==> src/rtl/assert_macros.svh <==
// Concurrent assertion helpers shared by the RTL modules.
`ifndef ASSERT_MACROS_SVH
`define ASSERT_MACROS_SVH

// Checked at every rising edge while reset is released.
`define ASSERT_RST(lbl, clk, rst_n, prop, msg) \
    lbl: assert property (@(posedge clk) disable iff (!rst_n) prop) else $error(msg);

// Checked at every rising edge, reset included.
`define ASSERT_ALWAYS(lbl, clk, prop, msg) \
    lbl: assert property (@(posedge clk) prop) else $error(msg);

`endif

==> src/rtl/pngcrc_pkg.sv <==
package pngcrc_pkg;

    localparam int OFFSET_BITS_DEFAULT = 32;

    localparam logic [2:0] PH_SIG  = 3'd0;
    localparam logic [2:0] PH_LEN  = 3'd1;
    localparam logic [2:0] PH_TYPE = 3'd2;
    localparam logic [2:0] PH_DATA = 3'd3;
    localparam logic [2:0] PH_CRC  = 3'd4;
    localparam logic [2:0] PH_DONE = 3'd5;
    localparam logic [2:0] PH_FAIL = 3'd6;

    localparam logic [1:0] ST_OK        = 2'd0;
    localparam logic [1:0] ST_BAD_SIG   = 2'd1;
    localparam logic [1:0] ST_TRUNCATED = 2'd2;

    localparam logic [31:0] CRC_POLY  = 32'hEDB88320;
    localparam logic [31:0] CRC_INIT  = 32'hFFFFFFFF;
    localparam logic [31:0] TYPE_IEND = 32'h49454E44;

    localparam int OUT_DATA_BITS = 104;

    typedef struct packed {
        logic        has_chunk;
        logic [31:0] ctype;
        logic [31:0] clen;
        logic [31:0] coff;
        logic        match;
        logic        has_status;
        logic [1:0]  status;
    } rec_t;

    function automatic logic [7:0] sig_byte(input logic [2:0] idx);
        logic [7:0] v;
        unique case (idx)
            3'd0: v = 8'd137;
            3'd1: v = 8'd80;
            3'd2: v = 8'd78;
            3'd3: v = 8'd71;
            3'd4: v = 8'd13;
            3'd5: v = 8'd10;
            3'd6: v = 8'd26;
            3'd7: v = 8'd10;
            default: v = 8'd0;
        endcase
        return v;
    endfunction

    function automatic logic [31:0] crc_byte(input logic [31:0] c_in, input logic [7:0] b);
        logic [31:0] c;
        c = c_in ^ {24'd0, b};
        for (int k = 0; k < 8; k++)
        begin
            c = c[0] ? (CRC_POLY ^ (c >> 1)) : (c >> 1);
        end
        return c;
    endfunction

endpackage

==> src/rtl/pngcrc_parser.sv <==
`include "assert_macros.svh"

module pngcrc_parser #(
    parameter int OFFSET_BITS = pngcrc_pkg::OFFSET_BITS_DEFAULT
) (
    input  logic              clk,
    input  logic              rst_n,
    input  logic              in_valid,
    output logic              in_ready,
    input  logic [7:0]        file_byte,
    input  logic              end_of_file,
    input  logic              q_ready,
    output logic              q_push,
    output pngcrc_pkg::rec_t  q_rec
);

    logic [2:0]             phase_reg, phase_next;
    logic [2:0]             idx_reg, idx_next;
    logic [31:0]            len_reg, len_next;
    logic [31:0]            rem_reg, rem_next;
    logic [31:0]            type_reg, type_next;
    logic [31:0]            crc_reg, crc_next;
    logic [31:0]            stored_reg, stored_next;
    logic [OFFSET_BITS-1:0] pos_reg, pos_next;
    logic [OFFSET_BITS-1:0] start_reg, start_next;
    logic                   accept;
    logic [31:0]            crc_upd;
    logic [31:0]            stored_full;
    logic [31:0]            offset_sat;
    logic                   chunk_done;
    logic [1:0]             eof_status;

    assign in_ready    = q_ready;
    assign accept      = in_valid && in_ready;
    assign crc_upd     = pngcrc_pkg::crc_byte(crc_reg, file_byte);
    assign stored_full = {stored_reg[23:0], file_byte};

    generate
        if (OFFSET_BITS > 32)
        begin : g_sat
            assign offset_sat = (|start_reg[OFFSET_BITS-1:32]) ? 32'hFFFFFFFF
                                                               : start_reg[31:0];
        end
        else
        begin : g_ext
            assign offset_sat = 32'(start_reg);
        end
    endgenerate

    always_comb
    begin
        phase_next  = phase_reg;
        idx_next    = idx_reg;
        len_next    = len_reg;
        rem_next    = rem_reg;
        type_next   = type_reg;
        crc_next    = crc_reg;
        stored_next = stored_reg;
        start_next  = start_reg;
        pos_next    = (&pos_reg) ? pos_reg : pos_reg + OFFSET_BITS'(1);
        chunk_done  = 1'b0;

        unique case (phase_reg)
            pngcrc_pkg::PH_SIG:
            begin
                if (file_byte != pngcrc_pkg::sig_byte(idx_reg))
                begin
                    phase_next = pngcrc_pkg::PH_FAIL;
                end
                else if (idx_reg == 3'd7)
                begin
                    phase_next = pngcrc_pkg::PH_LEN;
                    idx_next   = 3'd0;
                end
                else
                begin
                    idx_next = idx_reg + 3'd1;
                end
            end
            pngcrc_pkg::PH_LEN:
            begin
                if (idx_reg == 3'd0)
                begin
                    start_next = pos_reg;
                end
                len_next = {len_reg[23:0], file_byte};
                if (idx_reg == 3'd3)
                begin
                    phase_next = pngcrc_pkg::PH_TYPE;
                    idx_next   = 3'd0;
                    crc_next   = pngcrc_pkg::CRC_INIT;
                end
                else
                begin
                    idx_next = idx_reg + 3'd1;
                end
            end
            pngcrc_pkg::PH_TYPE:
            begin
                crc_next  = crc_upd;
                type_next = {type_reg[23:0], file_byte};
                if (idx_reg == 3'd3)
                begin
                    idx_next = 3'd0;
                    if (len_reg == 32'd0)
                    begin
                        phase_next = pngcrc_pkg::PH_CRC;
                    end
                    else
                    begin
                        rem_next   = len_reg;
                        phase_next = pngcrc_pkg::PH_DATA;
                    end
                end
                else
                begin
                    idx_next = idx_reg + 3'd1;
                end
            end
            pngcrc_pkg::PH_DATA:
            begin
                crc_next = crc_upd;
                rem_next = rem_reg - 32'd1;
                if (rem_reg == 32'd1)
                begin
                    phase_next = pngcrc_pkg::PH_CRC;
                    idx_next   = 3'd0;
                end
            end
            pngcrc_pkg::PH_CRC:
            begin
                stored_next = stored_full;
                if (idx_reg == 3'd3)
                begin
                    chunk_done = 1'b1;
                    idx_next   = 3'd0;
                    phase_next = (type_reg == pngcrc_pkg::TYPE_IEND) ? pngcrc_pkg::PH_DONE
                                                                     : pngcrc_pkg::PH_LEN;
                end
                else
                begin
                    idx_next = idx_reg + 3'd1;
                end
            end
            default:
            begin
            end
        endcase

        if (phase_next == pngcrc_pkg::PH_SIG || phase_next == pngcrc_pkg::PH_FAIL)
        begin
            eof_status = pngcrc_pkg::ST_BAD_SIG;
        end
        else if (phase_next == pngcrc_pkg::PH_DATA ||
                 phase_next == pngcrc_pkg::PH_CRC)
        begin
            eof_status = pngcrc_pkg::ST_TRUNCATED;
        end
        else
        begin
            eof_status = pngcrc_pkg::ST_OK;
        end

        q_rec.has_chunk  = chunk_done;
        q_rec.ctype      = type_reg;
        q_rec.clen       = len_reg;
        q_rec.coff       = offset_sat;
        q_rec.match      = (stored_full == ~crc_reg);
        q_rec.has_status = end_of_file;
        q_rec.status     = eof_status;
        q_push           = accept && (chunk_done || end_of_file);

        if (end_of_file)
        begin
            phase_next  = pngcrc_pkg::PH_SIG;
            idx_next    = 3'd0;
            len_next    = 32'd0;
            rem_next    = 32'd0;
            type_next   = 32'd0;
            crc_next    = pngcrc_pkg::CRC_INIT;
            stored_next = 32'd0;
            pos_next    = '0;
            start_next  = '0;
        end
    end

    always_ff @(posedge clk or negedge rst_n)
    begin
        if (!rst_n)
        begin
            phase_reg  <= pngcrc_pkg::PH_SIG;
            idx_reg    <= 3'd0;
            len_reg    <= 32'd0;
            rem_reg    <= 32'd0;
            type_reg   <= 32'd0;
            crc_reg    <= pngcrc_pkg::CRC_INIT;
            stored_reg <= 32'd0;
            pos_reg    <= '0;
            start_reg  <= '0;
        end
        else if (accept)
        begin
            phase_reg  <= phase_next;
            idx_reg    <= idx_next;
            len_reg    <= len_next;
            rem_reg    <= rem_next;
            type_reg   <= type_next;
            crc_reg    <= crc_next;
            stored_reg <= stored_next;
            pos_reg    <= pos_next;
            start_reg  <= start_next;
        end
    end

    `ASSERT_RST(a_data_left, clk, rst_n,
        (phase_reg == pngcrc_pkg::PH_DATA) |-> (rem_reg != 32'd0),
        "data phase with nothing left")
    `ASSERT_RST(a_field_idx, clk, rst_n,
        (phase_reg == pngcrc_pkg::PH_LEN || phase_reg == pngcrc_pkg::PH_TYPE ||
         phase_reg == pngcrc_pkg::PH_CRC) |-> (idx_reg < 3'd4),
        "field byte index out of range")
    `ASSERT_RST(a_eof_restart, clk, rst_n,
        (accept && end_of_file) |=> (phase_reg == pngcrc_pkg::PH_SIG && pos_reg == '0),
        "no restart after end of file")

endmodule

==> src/rtl/pngcrc_outq.sv <==
`include "assert_macros.svh"

module pngcrc_outq (
    input  logic                                  clk,
    input  logic                                  rst_n,
    input  logic                                  push,
    input  pngcrc_pkg::rec_t                      push_rec,
    output logic                                  ready,
    output logic                                  m_axis_tvalid,
    input  logic                                  m_axis_tready,
    output logic [pngcrc_pkg::OUT_DATA_BITS-1:0]  m_axis_tdata,
    output logic                                  m_axis_tuser,
    output logic                                  m_axis_tlast
);

    pngcrc_pkg::rec_t entry_reg [2];
    logic             wr_ptr_reg, wr_ptr_next;
    logic             rd_ptr_reg, rd_ptr_next;
    logic [1:0]       count_reg, count_next;
    logic             part_reg, part_next;
    pngcrc_pkg::rec_t head;
    logic             show_chunk;
    logic             take;
    logic             pop;

    assign head       = entry_reg[rd_ptr_reg];
    assign ready      = (count_reg != 2'd2);
    assign show_chunk = head.has_chunk && !part_reg;

    assign m_axis_tvalid = (count_reg != 2'd0);
    assign m_axis_tuser  = !show_chunk;
    assign m_axis_tlast  = show_chunk ? !head.has_status : 1'b1;
    assign m_axis_tdata  = show_chunk
        ? {5'd0, pngcrc_pkg::ST_OK, head.match, head.coff, head.clen, head.ctype}
        : {5'd0, head.status, 1'b0, 96'd0};

    assign take = m_axis_tvalid && m_axis_tready;
    assign pop  = take && m_axis_tlast;

    always_comb
    begin
        wr_ptr_next = push ? ~wr_ptr_reg : wr_ptr_reg;
        rd_ptr_next = pop ? ~rd_ptr_reg : rd_ptr_reg;
        count_next  = count_reg + {1'b0, push} - {1'b0, pop};
        if (pop)
        begin
            part_next = 1'b0;
        end
        else if (take)
        begin
            part_next = 1'b1;
        end
        else
        begin
            part_next = part_reg;
        end
    end

    always_ff @(posedge clk)
    begin
        if (push)
        begin
            entry_reg[wr_ptr_reg] <= push_rec;
        end
    end

    always_ff @(posedge clk or negedge rst_n)
    begin
        if (!rst_n)
        begin
            wr_ptr_reg <= 1'b0;
            rd_ptr_reg <= 1'b0;
            count_reg  <= 2'd0;
            part_reg   <= 1'b0;
        end
        else
        begin
            wr_ptr_reg <= wr_ptr_next;
            rd_ptr_reg <= rd_ptr_next;
            count_reg  <= count_next;
            part_reg   <= part_next;
        end
    end

    `ASSERT_RST(a_count_max, clk, rst_n, count_reg != 2'd3, "record queue count overflow")
    `ASSERT_RST(a_push_room, clk, rst_n, push |-> ready, "record pushed into a full queue")
    `ASSERT_RST(a_part_head, clk, rst_n,
        part_reg |-> (m_axis_tvalid && head.has_chunk && head.has_status),
        "split record without a two-part head")

endmodule

==> src/rtl/png_chunk_parser_crc_check.sv <==
// Walks a PNG file streamed one byte per request: it checks the 8-byte signature, parses
// each chunk and checks its CRC-32 over type and data, and emits one chunk record per
// complete chunk plus a status record on the byte marked last (tlast). A byte is taken
// every cycle; a byte that completes a chunk and ends the file gives two records, which
// leave one after the other. Records wait in a two-entry queue, so input stalls only when
// that queue is full. Bytes after IEND are ignored, and the next byte after the end of a
// file starts a new file.
module png_chunk_parser_crc_check #(
    parameter int OFFSET_BITS = pngcrc_pkg::OFFSET_BITS_DEFAULT
) (
    input  logic                                  clk,
    input  logic                                  rst_n,
    input  logic                                  s_axis_tvalid,
    output logic                                  s_axis_tready,
    input  logic [7:0]                            s_axis_tdata,  // file_byte
    input  logic                                  s_axis_tlast,  // end_of_file
    output logic                                  m_axis_tvalid,
    input  logic                                  m_axis_tready,
    // chunk_type[31:0], chunk_length[63:32], chunk_offset[95:64], crc_match[96],
    // file_status[98:97], zero fill[103:99]
    output logic [pngcrc_pkg::OUT_DATA_BITS-1:0]  m_axis_tdata,
    output logic                                  m_axis_tuser,  // record_kind
    output logic                                  m_axis_tlast   // last_of_run
);

    logic             q_ready;
    logic             q_push;
    pngcrc_pkg::rec_t q_rec;

    pngcrc_parser #(
        .OFFSET_BITS (OFFSET_BITS)
    ) u_parser (
        .clk         (clk),
        .rst_n       (rst_n),
        .in_valid    (s_axis_tvalid),
        .in_ready    (s_axis_tready),
        .file_byte   (s_axis_tdata),
        .end_of_file (s_axis_tlast),
        .q_ready     (q_ready),
        .q_push      (q_push),
        .q_rec       (q_rec)
    );

    pngcrc_outq u_outq (
        .clk           (clk),
        .rst_n         (rst_n),
        .push          (q_push),
        .push_rec      (q_rec),
        .ready         (q_ready),
        .m_axis_tvalid (m_axis_tvalid),
        .m_axis_tready (m_axis_tready),
        .m_axis_tdata  (m_axis_tdata),
        .m_axis_tuser  (m_axis_tuser),
        .m_axis_tlast  (m_axis_tlast)
    );

endmodule

==> config.mk <==
export PLATFORM = sky130hd
export DESIGN_NAME = png_chunk_parser_crc_check
export DESIGN_NICKNAME = d
export VERILOG_FILES = /design/src/rtl/pngcrc_pkg.sv /design/src/rtl/pngcrc_parser.sv /design/src/rtl/pngcrc_outq.sv /design/src/rtl/png_chunk_parser_crc_check.sv
export VERILOG_INCLUDE_DIRS = /design/src /design/src/rtl
export SDC_FILE = /design/constraint.sdc
export NUM_CORES = 1
export LEC_CHECK = 0
export ABC_CLOCK_PERIOD_IN_PS = 20500
export BUFFER_PORTS_ARGS = -buffer_cell sky130_fd_sc_hd__buf_4
export CORE_UTILIZATION = 40
export CTS_BUF_LIST = sky130_fd_sc_hd__clkbuf_4 sky130_fd_sc_hd__clkbuf_8
export CTS_CLUSTER_DIAMETER = 120
export DETAILED_ROUTE_END_ITERATION = 7
export GPL_ROUTABILITY_DRIVEN = 0
export MAX_ROUTING_LAYER = met4
export SYNTH_ARGS = -nofsm -noshare
export SYNTH_HDL_FRONTEND = slang
export SYNTH_HIERARCHICAL = 1
export SYNTH_SLANG_ARGS = --single-unit
export TNS_END_PERCENT = 100
==> constraint.sdc <==
create_clock -name clk -period 20.5 [get_ports clk]
set_input_delay 2.05 -clock clk [delete_from_list [all_inputs] [get_ports clk]]
set_output_delay 2.05 -clock clk [all_outputs]
set_load 0.1 [all_outputs]
==> run metrics, run 1 <==
Pint=1.92 mW; Final Critical Period=5.43 ns; EDFF count, synth=202; CP startpoint kind=register; relative slew slack=0.149; # IOs=121; Post-Route WL=44800 um; standard-cell rows=80; Final setup viols=0; R2R depth=7; worst min path class=register to register; clock-pin slew on the worst setup and hold paths=0.06 ns; Final Skew=0.0206 ns; vias per cell=5.36; Post-synth ARST share=0.529; area of the die=0.0492 sq mm; Setup WS pre-CTS=15.36 ns; Area after DPL=0.0207 sq mm; cts repair resizes=0; Num CTS Buffers=72; Final Util=0.465; Die W=222 um; antenna-violating nets left=0; total negative setup slack=0 ns; CTS Hold Bufs=0; HPWL after detailed placement=28700 um; R2R Setup Slk=16.48 ns; unrepaired setup endpoints after global routing=false; initial core utilization=0.405; WL/cell=18.6 um; CTS tree=done; total power=3.43 mW; clock power share=0.228; CTS sink cnt=429; Synth Area per Inst=11.8 sq um; ratio of cells with drive above 1 in the final layout=0.182; Max Transition Viols Final=0; Fmax=184 MHz; max_cap viols=0; drt drc=0; fillcell total=4359; NumNets Final=1768; total core area=0.0476 sq mm; logic gate share of total power=0.432; Worst R2R Start=u_parser/idx_reg[1]; die extent in y=222 um; Detailed Routing Iterations Pass 1=5; global route total overflow=0; final instance area=0.0222 sq mm; total number of vias=12900; Post-CTS Setup Inserts=0; Ys Warns=6; switching pwr=1.52 mW; register share of total power=0.339; PD cells=155 mW/mm^2; Total GRT Usage=0.189; end of the worst hold path=u_outq/entry_reg[1][15]; final cycle utilization of the critical path=0.265; Hold Startpoint=u_parser/offset_sat[11]; CTS max path bufs=3; Switching Share=0.442; WS Path Type=register to output pin; Gate Count Post-Synth=1633; largest net degree at the start of global routing=101; r2r endpoint=u_outq/entry_reg[0][56]; H-tree depth=3; VDD IR-drop max=78.7 uV; outcome=finished, final reports clean; Worst Hold Slack=0.468 ns; most used flip-flop cell after synthesis=edfxtp_1; Synth Register Bits=429; synth unique cells=77; register area share after synthesis=0.610; DP Cell Count=2282; WHS Path Cells=0; Critical Path AT=3.38 ns; Area Growth Syn to Fin=14.8%; final hold viol count=0; max reg flops=202; global-route wire length before repair=71500 um; Buffers on Ports=115; DRT iter0 DRCs=832; # diodes=0; Finished Layout Cells=2414; CP Max Fanout=39; vias in the first global route=12600; Post-Syn Area=0.0193 sq mm; final setup margin=15.07 ns; Root Buffer Master=clkbuf_8; Leak=9.04 nW; initial antenna violation count=0; Worst-Margin Slew=1.28 ns; clk_lat worst skew=0.63 ns; CP required=18.45 ns; CP Capture Type=output pin
## power by group through the flow
stage | clock network, mW | registers [mW] | logic (mW)
detailed placement | 0 | 1.18 | 1.48
floorplan | 0 | 1.13 | 1.23
finish | 0.783 | 1.16 | 1.48
CTS | 0.809 | 1.17 | 1.49
global placement | 0 | 1.18 | 1.47
global route | 0.845 | 1.18 | 1.57
## cells in the final DEF, fill, tap and decap left out, types with 73 or more instances in the layout
cell type	instances
edfxtp_1	202
nand2_1	97
a21oi_1	89
dfrtp_1	194
nor2_1	213
clkbuf_8	78
buf_4	131
xnor2_1	73
mux2i_1	104
o21ai_0	93
a22o_1	80
## synthesized netlist by cell type, drive strengths merged (2+ instances only)
cell | instances | area, sq um
xor2 | 48 | 435
a22oi | 4 | 30.0
or4 | 3 | 26.3
dfstp | 32 | 841
o41ai | 2 | 25.0
a211o | 2 | 17.5
nor4 | 34 | 246
and3 | 15 | 93.8
clkbuf | 65 | 245
o21ai | 118 | 594
a21oi | 89 | 445
nand2b | 31 | 194
dfrtp | 195 | 4880
mux2i | 104 | 1040
nand3 | 13 | 65.1
o21a | 4 | 30.0
o221ai | 3 | 26.3
or3 | 8 | 56.3
o31ai | 8 | 60.1
xnor2 | 79 | 748
nor2 | 217 | 817
nand2 | 98 | 368
buf | 37 | 223
a2111oi | 2 | 18.8
nor4b | 4 | 35.0
a211oi | 2 | 15.0
o31a | 2 | 17.5
o22ai | 6 | 37.5
nand4 | 25 | 171
edfxtp | 202 | 6070
nor3b | 3 | 22.5
and4 | 6 | 52.6
ha | 14 | 175
a21boi | 2 | 15.0
a31oi | 2 | 12.5
and2 | 8 | 50.1
nor4bb | 5 | 50.1
a221o | 2 | 20.0
a22o | 80 | 701
nor3 | 22 | 126
inv | 18 | 67.6
or2 | 4 | 25.0
nor2b | 3 | 18.8
o2111ai | 2 | 17.5
## layer usage
metal  global-route usage  vias up  part of all wire
li1                     -     6121                 -
met1                0.261     6410              0.47
met2                0.279      325              0.46
met3               0.0338       77             0.051
met4               0.0694        0             0.021
met5                    -        -                 0
## worst max-delay path: stages (launching register included)
cell,delay (ns)
dfrtp_4,0.78
buf_4,0.66
buf_4,0.63
mux2i_1,0.17
nor2_1,0.13
buf_4,0.31
## area by class of cell
type,count,area [sq um],area share
repair buffers,132,998,0.0450
multi-input cells,1087,7030,0.317
well taps,615,769,0.0347
clock inverters,16,145,0.00655
flip-flops and latches,429,11800,0.532
inverters,19,72.6,0.00327
clock buffers,116,1360,0.0613
## how the worst max path moves through the flow
stage	from	endpoint	slack (ns)	cells after the start
global route	u_outq/rd_ptr_reg	m_axis_tdata[38]	14.85	5
finish	u_outq/rd_ptr_reg	m_axis_tdata[60]	15.07	5
global placement	s_axis_tlast	u_outq/entry_reg[0][57]	15.42	5
floorplan	s_axis_tlast	u_outq/entry_reg[0][0]	12.39	6
detailed placement	s_axis_tlast	u_outq/entry_reg[0][60]	15.36	5
CTS	u_outq/rd_ptr_reg	m_axis_tdata[33]	14.97	5
## cells by family after synthesis
| kind of cell | count (synthesis) | share of synthesized area |
|---|---|---|
| adders and majority gates | 14 | 0.00907 |
| and+or+nand+nor | 503 | 0.127 |
| buffers and inverters | 121 | 0.0279 |
| AOI/OAI and AO/OA | 333 | 0.109 |
| xor gates and xnor gates | 127 | 0.0613 |
| DFF | 429 | 0.610 |
| other | 1 | 0.000194 |
| muxes | 105 | 0.0545 |
Note: power is estimated with default switching activity, not from simulation.
==> run 2, diff against run 1 <==
Settings changed: ABC_CLOCK_PERIOD_IN_PS 20500 to 5100.
Clock period 20.5 ns to 5.1 ns, I/O delays scaled along.
==> run 2 against run 1 <==
Worst setup slack got worse by 14 ns. Utilization up 0.081 points. Final cell count up 0.25%. Global-route usage shrank 0.12 points. Critical path depth rose by 1. Non-clock buffer count up 2. Total power grew to 4.0 times the previous value. Via count decreased by 0.12%. First-iteration DRC count up 13%. Count of clock-buffer cells in the layout decreased by 5. Die area is the same. Highest routed layer unchanged.
==> run metrics, run 2 (same netlist as run 1, synthesis figures left out) <==
Final Critical Period=3.88 ns; final cycle utilization of the critical path=0.761; worst min path class=input pin to register (was register to register); Post-Route WL=44600 um (was 44800 um); Crit-path slowest cell=dfrtp_4 (unchanged); Fmax=258 MHz; register area=0.0118 sq mm (unchanged); initial core utilization=0.405 (unchanged); final hold viol count=0 (unchanged); global route total overflow=0 (unchanged); largest net degree at the start of global routing=113 (was 101); total core area=0.0476 sq mm (unchanged); ratio of cells with drive above 1 in the final layout=0.182 (about the same); CP required=4.59 ns (was 18.45 ns); relative slew slack=0.192 (was 0.149); clock-pin slew on the worst setup and hold paths=0.06 ns (about the same); Setup WS pre-CTS=1.84 ns (was 15.36 ns); Root Buffer Master=clkbuf_8 (unchanged); final instance area=0.0222 sq mm (about the same); area of the multi-input gates=0.00704 sq mm (was 0.00703 sq mm); initial antenna violation count=0 (unchanged); CP Max Fanout=67 (was 39); Detailed Routing Iterations Pass 1=7 (was 5); VDD IR-drop max=290 uV (was 78.7 uV); WL/cell=18.4 um (was 18.6 um); # IOs=121 (unchanged); HPWL after detailed placement=28600 um (was 28700 um); vias per cell=5.34 (was 5.36); most frequent cells in the layout=nor2_1 (213), edfxtp_1 (202), dfrtp_1 (194) (unchanged); WS Path Type=register to output pin (unchanged); antenna-violating nets left=0 (unchanged); CTS max path bufs=3 (unchanged); Total GRT Usage=0.188 (was 0.189); # diodes=0 (unchanged); CP startpoint kind=register (unchanged); global-route wire length before repair=71200 um (was 71500 um); final setup margin=1.22 ns (was 15.07 ns); clk_lat worst skew=0.63 ns (about the same); DRT iter0 DRCs=943 (was 832); Leak=9.04 nW (about the same); drt drc=0 (unchanged); PD cells=620 mW/mm^2 (was 155 mW/mm^2); unrepaired setup endpoints after global routing=false (unchanged); cts repair resizes=0 (unchanged); critical path's top delay family=buffers and inverters (unchanged); NumNets Final=1771 (was 1768); total negative setup slack=0 ns (unchanged); CTS tree=done (unchanged); CP Capture Type=output pin (unchanged); Area after DPL=0.0207 sq mm (about the same); Final Skew=0.0266 ns (was 0.0206 ns); Buffers on Ports=115 (unchanged); Max Transition Viols Final=0 (unchanged); vias in the first global route=12700 (was 12600); outcome=finished, final reports clean (unchanged); standard-cell rows=80 (unchanged); area of the die=0.0492 sq mm (unchanged); Critical Path Most Common Cell=buf_4 (unchanged); CTS sink cnt=429 (unchanged); crit-path max cell delay=0.88 ns (was 0.78 ns); H-tree depth=3 (unchanged); WP buf/inv=3 (unchanged); commonest non-fill, non-tap cell in the layout=nor2_1 (unchanged); Num CTS Buffers=73 (was 72); total number of vias=12900 (about the same); Die W=222 um (unchanged); CP cell instances=mux2i_1 > nor2_2 > clkinv_2 > buf_4 > nor2_1 > buf_4 (was buf_4 > buf_4 > mux2i_1 > nor2_1 > buf_4); fillcell total=4287 (was 4359); Final setup viols=0 (unchanged); max reg flops=202 (unchanged); Area Growth Syn to Fin=15.0% (was 14.8%); Critical Path AT=3.37 ns (was 3.38 ns); max_cap viols=0 (unchanged); Worst-Margin Slew=1.21 ns (was 1.28 ns); die extent in y=222 um (unchanged)
run 2: cell count changes in the layout (fill, tap and decap cells not counted):
cell	previous run	this run
clkbuf_8	78	83
dlygate4sd3_1	0	1
nor4bb_1	5	4
nor4bb_2	0	1
buf_12	0	1
clkbuf_4	38	28
inv_8	2	1
bufinv_16	2	1
clkinv_2	4	8
clkinvlp_4	1	2
clkinv_1	7	13
run 2: path summary, 6_finish.rpt:
path | startpoint | endpoint | slack, ns | cells past startpoint
setup / recovery | u_outq/rd_ptr_reg | m_axis_tdata[23] | 1.22 | 6
hold / removal | s_axis_tdata[4] | u_parser/stored_reg[4] | 0.23 | 2
setup reg to reg | u_outq/count_reg[0] | u_parser/rem_reg[18] | 1.85 | 8
hold reg to reg | u_parser/offset_sat[13] | u_outq/entry_reg[0][17] | 0.47 | 0
max in group asynchronous | rst_n | u_parser/offset_sat[12] | 3.40 | 3
min in group asynchronous | rst_n | u_parser/pos_reg[20] | 0.55 | 2
run 2: power breakdown:
| part | leakage (nW) | internal (mW) | total [mW] | switching (mW) |
|---|---|---|---|---|
| clock network | 0.801 | 1.75 | 3.14 | 1.38 |
| logic | 3.30 | 1.68 | 5.95 | 4.27 |
| registers | 4.94 | 4.22 | 4.69 | 0.468 |
| total | 9.04 | 7.66 | 13.8 | 6.12 |
run 2: worst reg2reg max path, cell delays in order, from the launching register on:
cell      delay, ns
dfrtp_1        0.41
nand2b_1       0.24
and2_1         0.42
buf_4          0.25
nand2_1        0.18
nor2_2         0.12
buf_4          0.38
nand2_1        0.71
o21ai_0        0.44
run 2: layout make-up:
type,count,area share
multi-input cells,1087,0.317
flip-flops and latches,429,0.531
clock buffers,111,0.0609
repair buffers,134,0.0463
well taps,615,0.0347
inverters,19,0.00327
clock inverters,25,0.00693
run 2: through the flow:
step,util,hold WS (ns),std cells,power [mW]
after floorplan,-,0.214,1637,9.49
after global placement,0.434,0.450,2283,10.7
after detailed placement,0.434,0.455,2283,10.7
after CTS,0.466,0.167,2420,13.9
after global routing,0.466,0.203,2420,14.5
final,0.466,0.233,2420,13.8
run 2: layer usage:
metal | share of wire | vias up | GRT usage
met5 | 0 | - | -
met4 | 0.017 | 0 | 0.0632
met3 | 0.047 | 50 | 0.0335
met2 | 0.47 | 328 | 0.282
met1 | 0.47 | 6418 | 0.258
li1 | - | 6122 | -
run 2: what timing repair did:
action,4_1_cts,5_1_grt
hold buffers,1,0
hold endpoints to repair,63,0
buffers inserted,0,0
